[config.mk]
export PLATFORM = sky130hd
export DESIGN_NAME = positional_list_engine
export DESIGN_NICKNAME = d
export VERILOG_FILES = /design/src/hdl/pll_pkg.sv /design/src/hdl/positional_list_engine.sv /design/src/hdl/pll_cell.sv
export SDC_FILE = /design/constraint.sdc
export NUM_CORES = 2
export LEC_CHECK = 0
export BUFFER_PORTS_ARGS = -buffer_cell sky130_fd_sc_hd__buf_2
export CAP_MARGIN = 40
export CORE_AREA = 5 5 390 277
export DETAILED_ROUTE_END_ITERATION = 8
export DIE_AREA = 0 0 395 282
export PLACE_DENSITY = 0.53
export REMOVE_ABC_BUFFERS = 1
export SETUP_SLACK_MARGIN = 0.4
export SLEW_MARGIN = 10
export SYNTH_ARGS = -nofsm -noshare
export SYNTH_HDL_FRONTEND = slang
export SYNTH_SLANG_ARGS = --single-unit
[constraint.sdc]
create_clock -name aclk -period 11 [get_ports aclk]
set_input_delay 1.65 -clock aclk [delete_from_list [all_inputs] [get_ports aclk]]
set_output_delay 1.65 -clock aclk [all_outputs]
set_load 0.01 [all_outputs]
[src/hdl/pll_pkg.sv]
`default_nettype none
// ----------------------------------------------------------------------------
// pll_pkg: shared definitions for the positional list engine
// Operation codes, status codes, controller states and the per-cell command.
// ----------------------------------------------------------------------------
package pll_pkg;

    // Operation codes carried on s_operation.
    localparam logic [2:0] OP_INSERT = 3'd0;
    localparam logic [2:0] OP_DELETE = 3'd1;
    localparam logic [2:0] OP_GET    = 3'd2;
    localparam logic [2:0] OP_LOCATE = 3'd3;
    localparam logic [2:0] OP_CLEAR  = 3'd4;

    // Status codes carried on m_status.
    localparam logic [1:0] ST_OK      = 2'd0;
    localparam logic [1:0] ST_BAD_POS = 2'd1;
    localparam logic [1:0] ST_FULL    = 2'd2;

    // Controller states.
    typedef enum logic [1:0] {
        PLL_IDLE,
        PLL_EXEC,
        PLL_RESP
    } pll_state_t;

    // Command broadcast to every cell of the chain.
    typedef struct packed {
        logic exec;   // execute cycle: cells update their match flag
        logic ins;    // accepted insert
        logic del;    // accepted delete
        logic cmp;    // locate compare
    } pll_cmd_t;

endpackage
`default_nettype wire

[src/hdl/positional_list_engine.sv]
`default_nettype none
// ----------------------------------------------------------------------------
// positional_list_engine: fixed-capacity ordered list with 1-based positions
// Insert, delete, get, locate and clear on a chain of storage cells.
// ----------------------------------------------------------------------------
// Each beat is accepted in the idle state; in the execute state every cell
// of the chain shifts or compares in parallel, and the result state loads
// the result register; the next beat is accepted as soon as that register is
// loaded, even while that result still waits for m_ready. A result that is
// held back by m_ready keeps the block in its result cycle until the result
// register frees up. The list holds CAPACITY entries; an insert at a legal
// position into a full list reports status 2 and leaves the list as it was.
// ----------------------------------------------------------------------------
module positional_list_engine #(
    parameter int CAPACITY = 16
) (
    input  wire         aclk,
    input  wire         aresetn,
    input  wire         s_valid,
    output logic        s_ready,
    input  wire [2:0]   s_operation,
    input  wire [7:0]   s_position,
    input  wire [31:0]  s_value,
    output logic        m_valid,
    input  wire         m_ready,
    output logic [1:0]  m_status,
    output logic [31:0] m_read_value,
    output logic [4:0]  m_found_position,
    output logic [4:0]  m_list_length
);

    localparam int IW   = (CAPACITY > 1) ? $clog2(CAPACITY) : 1;
    localparam int CW   = $clog2(CAPACITY + 1);
    localparam int PW   = (CW + 1 > 8) ? CW + 1 : 8;
    localparam logic [CW-1:0] CAP_COUNT = CW'(CAPACITY);

    pll_pkg::pll_state_t state_reg, state_next;

    logic [2:0]    op_reg;
    logic [7:0]    pos_reg;
    logic [31:0]   val_reg;
    logic [CW-1:0] count_reg, count_next;
    logic [1:0]    status_reg, status_next;
    logic [31:0]   rd_reg, rd_next;

    logic          m_valid_reg, m_valid_next;
    logic [1:0]    m_status_reg;
    logic [31:0]   m_read_value_reg;
    logic [4:0]    m_found_reg;
    logic [4:0]    m_length_reg;

    pll_pkg::pll_cmd_t cmd;
    logic [IW-1:0] pidx;
    logic [PW-1:0] pos_w;
    logic [PW-1:0] count_w;
    logic          ins_pos_ok;
    logic          rd_pos_ok;
    logic          out_load;
    logic [4:0]    found;
    logic [CW+4:0] count_ext;

    logic [31:0]   cell_data  [CAPACITY];
    logic          cell_match [CAPACITY];

    // Position checks against the current length.
    assign pos_w      = PW'(pos_reg);
    assign count_w    = PW'(count_reg);
    assign pidx       = IW'(pos_reg - 8'd1);
    assign ins_pos_ok = (pos_reg != 8'd0) && (pos_w <= count_w + PW'(1));
    assign rd_pos_ok  = (pos_reg != 8'd0) && (pos_w <= count_w);

    // Command for the cell chain; exec, ins and del are live only in the execute cycle.
    always_comb begin
        cmd.exec = (state_reg == pll_pkg::PLL_EXEC);
        cmd.ins  = cmd.exec && (op_reg == pll_pkg::OP_INSERT) && ins_pos_ok
                   && (count_reg < CAP_COUNT);
        cmd.del  = cmd.exec && (op_reg == pll_pkg::OP_DELETE) && rd_pos_ok;
        cmd.cmp  = (op_reg == pll_pkg::OP_LOCATE);
    end

    // Chain of cells; the ends see their own entry as the outside neighbor.
    for (genvar i = 0; i < CAPACITY; i++) begin : g_cell
        logic [31:0] left_d;
        logic [31:0] right_d;
        if (i == 0) begin : g_first
            assign left_d = cell_data[i];
        end else begin : g_mid_l
            assign left_d = cell_data[i-1];
        end
        if (i == CAPACITY - 1) begin : g_last
            assign right_d = cell_data[i];
        end else begin : g_mid_r
            assign right_d = cell_data[i+1];
        end
        pll_cell #(
            .IDX (i),
            .IW  (IW),
            .CW  (CW)
        ) u_cell (
            .aclk       (aclk),
            .aresetn    (aresetn),
            .cmd        (cmd),
            .pidx       (pidx),
            .count      (count_reg),
            .value      (val_reg),
            .left_data  (left_d),
            .right_data (right_d),
            .data       (cell_data[i]),
            .match      (cell_match[i])
        );
    end

    // Status, read value and new length of the operation in execute.
    always_comb begin
        status_next = status_reg;
        rd_next     = rd_reg;
        count_next  = count_reg;
        if (cmd.exec) begin
            status_next = pll_pkg::ST_OK;
            rd_next     = 32'd0;
            case (op_reg)
                pll_pkg::OP_INSERT: begin
                    if (!ins_pos_ok) begin
                        status_next = pll_pkg::ST_BAD_POS;
                    end else if (count_reg >= CAP_COUNT) begin
                        status_next = pll_pkg::ST_FULL;
                    end else begin
                        count_next = count_reg + CW'(1);
                    end
                end
                pll_pkg::OP_DELETE: begin
                    if (!rd_pos_ok) begin
                        status_next = pll_pkg::ST_BAD_POS;
                    end else begin
                        rd_next    = cell_data[pidx];
                        count_next = count_reg - CW'(1);
                    end
                end
                pll_pkg::OP_GET: begin
                    if (!rd_pos_ok) begin
                        status_next = pll_pkg::ST_BAD_POS;
                    end else begin
                        rd_next = cell_data[pidx];
                    end
                end
                pll_pkg::OP_CLEAR: begin
                    count_next = '0;
                end
                default: begin
                end
            endcase
        end
    end

    // First matching slot; the lowest index wins.
    always_comb begin
        found = 5'd0;
        for (int i = CAPACITY - 1; i >= 0; i--) begin
            if (cell_match[i]) begin
                found = 5'(i + 1);
            end
        end
    end

    assign count_ext = {5'd0, count_reg};

    // Sequencer: accept, execute, load result.
    always_comb begin
        state_next   = state_reg;
        s_ready      = 1'b0;
        out_load     = 1'b0;
        case (state_reg)
            pll_pkg::PLL_IDLE: begin
                s_ready = 1'b1;
                if (s_valid) begin
                    state_next = pll_pkg::PLL_EXEC;
                end
            end
            pll_pkg::PLL_EXEC: begin
                state_next = pll_pkg::PLL_RESP;
            end
            pll_pkg::PLL_RESP: begin
                out_load = !m_valid_reg || m_ready;
                if (out_load) begin
                    state_next = pll_pkg::PLL_IDLE;
                end
            end
            default: begin
                state_next = pll_pkg::PLL_IDLE;
            end
        endcase
        if (out_load) begin
            m_valid_next = 1'b1;
        end else if (m_ready) begin
            m_valid_next = 1'b0;
        end else begin
            m_valid_next = m_valid_reg;
        end
    end

    // Control registers.
    always_ff @(posedge aclk) begin
        if (!aresetn) begin
            state_reg   <= pll_pkg::PLL_IDLE;
            count_reg   <= '0;
            m_valid_reg <= 1'b0;
        end else begin
            state_reg   <= state_next;
            count_reg   <= count_next;
            m_valid_reg <= m_valid_next;
        end
    end

    // Captured input beat and execute results.
    always_ff @(posedge aclk) begin
        if (s_valid && s_ready) begin
            op_reg  <= s_operation;
            pos_reg <= s_position;
            val_reg <= s_value;
        end
        status_reg <= status_next;
        rd_reg     <= rd_next;
    end

    // Result register.
    always_ff @(posedge aclk) begin
        if (out_load) begin
            m_status_reg     <= status_reg;
            m_read_value_reg <= rd_reg;
            m_found_reg      <= found;
            m_length_reg     <= count_ext[4:0];
        end
    end

    assign m_valid          = m_valid_reg;
    assign m_status         = m_status_reg;
    assign m_read_value     = m_read_value_reg;
    assign m_found_position = m_found_reg;
    assign m_list_length    = m_length_reg;

endmodule
`default_nettype wire

[src/hdl/pll_cell.sv]
`default_nettype none
// ----------------------------------------------------------------------------
// pll_cell: one list slot
// Holds one entry, shifts with its neighbors on insert and delete, and
// compares its entry against the search value on locate.
// ----------------------------------------------------------------------------
module pll_cell #(
    parameter int IDX = 0,
    parameter int IW  = 4,
    parameter int CW  = 5
) (
    input  wire              aclk,
    input  wire              aresetn,
    input  wire pll_pkg::pll_cmd_t cmd,
    input  wire [IW-1:0]     pidx,
    input  wire [CW-1:0]     count,
    input  wire [31:0]       value,
    input  wire [31:0]       left_data,
    input  wire [31:0]       right_data,
    output logic [31:0]      data,
    output logic             match
);

    localparam logic [IW-1:0] MY_IDX   = IW'(IDX);
    localparam logic [CW-1:0] MY_COUNT = CW'(IDX);

    logic [31:0] data_reg;
    logic [31:0] data_next;
    logic        match_reg;
    logic        match_next;

    // Entry update: load at the insert point, shift up after it on insert,
    // shift down from the delete point on delete.
    always_comb begin
        data_next = data_reg;
        if (cmd.ins) begin
            if (MY_IDX == pidx) begin
                data_next = value;
            end else if (MY_IDX > pidx) begin
                data_next = left_data;
            end
        end else if (cmd.del) begin
            if (MY_IDX >= pidx) begin
                data_next = right_data;
            end
        end
    end

    // Match flag: only occupied slots take part in a locate.
    always_comb begin
        match_next = match_reg;
        if (cmd.exec) begin
            match_next = cmd.cmp && (MY_COUNT < count) && (data_reg == value);
        end
    end

    // Entry storage needs no reset.
    always_ff @(posedge aclk) begin
        data_reg <= data_next;
    end

    always_ff @(posedge aclk) begin
        if (!aresetn) begin
            match_reg <= 1'b0;
        end else begin
            match_reg <= match_next;
        end
    end

    assign data  = data_reg;
    assign match = match_reg;

endmodule
`default_nettype wire

==> summary.md <==
* outcome: completed
* multiplexer share of the synthesized area: 18.7%
* cts bufs inserted: 73
* synthesized instance count: 3747
* vias after detailed routing: 30749
* maximum clock rate: 166 MHz
* share of total power in combinational logic: 12.4%
* overflow left after global routing: 0
* post-detailed-routing wire length: 152000 um
* final number of max-transition violations: 0
* number of distinct library cells after synthesis: 57
* transition time of the tightest slew-check pin: 1.16 ns
* final setup violation count: 0
* Std-Cell Core Area: 104000 sq um
* Worst Reg2Reg Path Length in Cells: 13
* Max-cap violations: 0
* type of the setup path with the least slack: reg2reg
* average detailed-routed wire length per instance: 30.0 um
* Fillers: 9849
* maximum clock skew at final layout: 0.0340 ns
* maximum fanout encountered on the critical timing path: 246
* PwrDens: 131 nW/um^2
* Port-buffer cells: 92
* worst min-delay path category: reg2reg
* sequential fraction of the synthesis area: 47.3%
* count of warnings emitted by yosys: 0
* final std cells w/o fill: 5084
* IR drop worst, VDD: 0.109 mV
* final clock period utilization by the worst path: 54.8%
* H-tree depth reported by CTS: 3
* post-synth top area cell: edfxtp_1
* area share of and/or/nand/nor cells after synthesis: 10.8%
* source-to-sink clock delay at the later pin of the worst-skew pair: 0.68 ns
* Hold Buf Count CTS: 0
* hold endpoint: m_read_value[7]$_DFFE_PP_
* post-route total power: 5.94 mW
* clock root buffer master: clkbuf_16
* Slew headroom: 22.6%
* number of global-route vias before repair: 29148
* post-place setup slack: 5.14 ns
* worst hold path startpoint: rd_reg[7]$_SDFFCE_PN0N_
* fraction of final layout cells with drive strength greater than 1: 13.4%
* WHS Path Cells: 0
* die area: 111000 sq um
* minimum period implied by the final worst setup slack: 6.03 ns
* global routing met3 resource utilization: 10.6%
* number of flip-flops under the largest register name: 512
* global routing usage summed across all routing layers: 26.7%
* average vias per placed instance: 6.05
* Critical R2R Launch: count_reg[2]$_SDFFE_PN0P_
* switching share of total power: 27.1%
* post-layout net count: 3734
* Syn-to-layout area delta: 9.66%
* clk slew on worst S/H paths: 0.06 ns
* cell with the most instances after synthesis: nand2_1
* met1 usage: 39.8%
* post-CTS resize count: 0
* met2 Resource Use GR: 36.3%
* first-pass GRT wire length: 218000 um
* endpoint class of the critical path: register
* Reg2Reg Setup Slack: 4.97 ns
* adder and majority cell fraction of the synthesized area: 0.577%
* setup TNS after final layout: 0 ns
* compound-gate portion of the synthesized area: 7.34%
* CTS tree: done
* main combinational cell family by area after synthesis: multiplexers
* share of the synthesized netlist area taken by xor and xnor gates: 11.1%
* ys flop type: edfxtp_1
* synth top area cells: edfxtp_1 (46%), mux2i_1 (11%), xor2_1 (7.9%), mux4_2 (7.0%), nand2_1 (6.4%)
* final count of hold timing violations: 0
* clock sink count: 657
* routability-driven placement congestion ratio: 0.952
* mean instance size in the synthesized netlist: 11.0 sq um
* Most Crowded Layer GR: met1
* top cell types by occurrence after synthesis: nand2_1 (700), edfxtp_1 (633), mux2i_1 (448)
* hold_ws: 0.416 ns
* DPL Wire Length: 106000 um
* horizontal die dimension: 395 um
* post-synth design cell area: 41200 sq um
* footprint of the multi-input gates: 20300 sq um
* number of placement rows: 99
* worst endpoint data arrival time: 6.38 ns
* initial cell density of the core: 39.8%
* Lkg Pwr: 18.6 nW
* number of buffers added for setup after CTS: 0
* destination of the worst register-to-register timing path: g_cell[14].u_cell.data[30]$_DFFE_PP_
* number of DRC violations after detailed routing: 0
* share of power burned in the clock network: 41.3%
* slack of the critical path: 4.97 ns
* count of flip-flops with a built-in enable after synthesis: 633
* maximum number of pins on one net before global-route repair: 247
* remaining antenna violation count: 0
* clock tree buffer depth: 3
* sequential share of power: 46.3%
* area used by sequential logic in the layout: 19500 sq um
* y dimension of the die: 282 um
* DRC marker count from the first detailed-route iteration: 3922
* initial antenna violation count: 2
* unrepaired setup endpoints after global routing: false
* total placed cells including tap cells: 4953
* Int Pwr: 4.33 mW
* top-area cell type share of the netlist area: 46.1%
* count of boundary I/O pins: 93
* switching component of the power: 1.61 mW
* flip-flop and latch count after synthesis: 657
* required time worst endpoint: 11.35 ns
* startpoint class of the critical path: register
* Synth async-reset ratio: 0%
* first-pass iteration count of the detailed router: 6
==> power by group through the flow <==
stage          combinational, mW  clock, mW  sequential (mW)
2_1_floorplan              0.396          0             2.87
3_3_place_gp               0.712          0             2.81
5_1_grt                    0.764       2.60             2.75
3_5_place_dp               0.716          0             2.81
4_1_cts                    0.719       2.50             2.75
6_report                   0.735       2.45             2.75
==> final cells by class <==
cell class / instances / area share [%]
Antenna cell: 1 / 0.00554
Clock buffer: 92 / 4.34
Clock inverter: 35 / 0.634
Inverter: 15 / 0.125
Multi-Input combinational cell: 2722 / 44.9
Sequential cell: 657 / 43.1
Tap cell: 1363 / 3.77
Timing Repair Buffer: 199 / 3.08
==> worst max-delay path, stage by stage (launching register included) <==
cell and delay [ns]:
dfxtp_1 0.84, nand2_1 0.31, nor2_1 0.49, nand3_1 0.20, ha_1 0.38, and4bb_2 0.27
o211ai_1 0.12, a21boi_1 0.22, nand2b_4 0.18, or4b_4 0.66, buf_4 0.51, buf_12 0.31
buf_12 0.57, o21ai_0 0.26
==> worst max path at each step <==
stage | from | endpoint | slack, ns | depth (start not counted)
4_1_cts | count_reg[2]$_SDFFE_PN0P_ | g_cell[14].u_cell.data[30]$_DFFE_PP_ | 5.14 | 13
3_3_place_gp | count_reg[2]$_SDFFE_PN0P_ | g_cell[14].u_cell.data[10]$_DFFE_PP_ | 5.09 | 12
6_report | count_reg[2]$_SDFFE_PN0P_ | g_cell[14].u_cell.data[30]$_DFFE_PP_ | 4.97 | 13
2_1_floorplan | pos_reg[0]$_DFFE_PP_ | g_cell[10].u_cell.data[31]$_DFFE_PP_ | -10.46 | 8
5_1_grt | count_reg[2]$_SDFFE_PN0P_ | g_cell[14].u_cell.data[30]$_DFFE_PP_ | 4.78 | 13
3_5_place_dp | count_reg[2]$_SDFFE_PN0P_ | g_cell[14].u_cell.data[30]$_DFFE_PP_ | 5.14 | 13
==> cells in the final DEF, fill, tap and decap left out, types with 3 or more instances in the layout <==
master / n
nor4_1: 104
nand3_1: 10
inv_1: 13
edfxtp_1: 633
clkbuf_16: 76
mux2i_1: 448
nand2b_1: 4
clkbuf_1: 16
nor4_2: 4
and3_1: 34
o211ai_1: 3
nor2_1: 39
a21oi_1: 29
mux4_2: 128
clkinv_2: 12
buf_2: 96
clkdlybuf4s15_2: 5
mux2_2: 32
a32oi_1: 3
xor2_1: 372
a311oi_1: 35
o21ai_0: 161
nand3_2: 10
ha_1: 18
bufinv_16: 4
a21oi_4: 6
xnor2_1: 146
nand4_1: 66
buf_4: 88
buf_12: 5
buf_16: 3
nand2_1: 698
clkinv_1: 14
o21ai_1: 296
dfxtp_1: 24
a31oi_1: 3
nor3_1: 20
==> metrics by stage <==
step	util, %	instance area, sq um
finish	43.7	45200
global route	43.7	45200
CTS	43.6	45200
detailed placement	41.5	42900
global placement	41.3	42700
floorplan	-	39600
==> layer usage <==
layer	part of all wire, %	vias to the layer above
met5	0.012	-
met3	13	145
met4	2.2	2
li1	-	13467
met2	40	1460
met1	45	15675
==> kinds of logic after synthesis <==
family	Yosys count
buffers and inverters	368
XOR/XNOR	522
multiplexers	608
AND/OR/NAND/NOR	1014
AO/OA/AOI/OAI	559
flip-flops	657
adder cells (fa/ha/maj)	19
No activity file was read; power rests on OpenSTA's default activity.
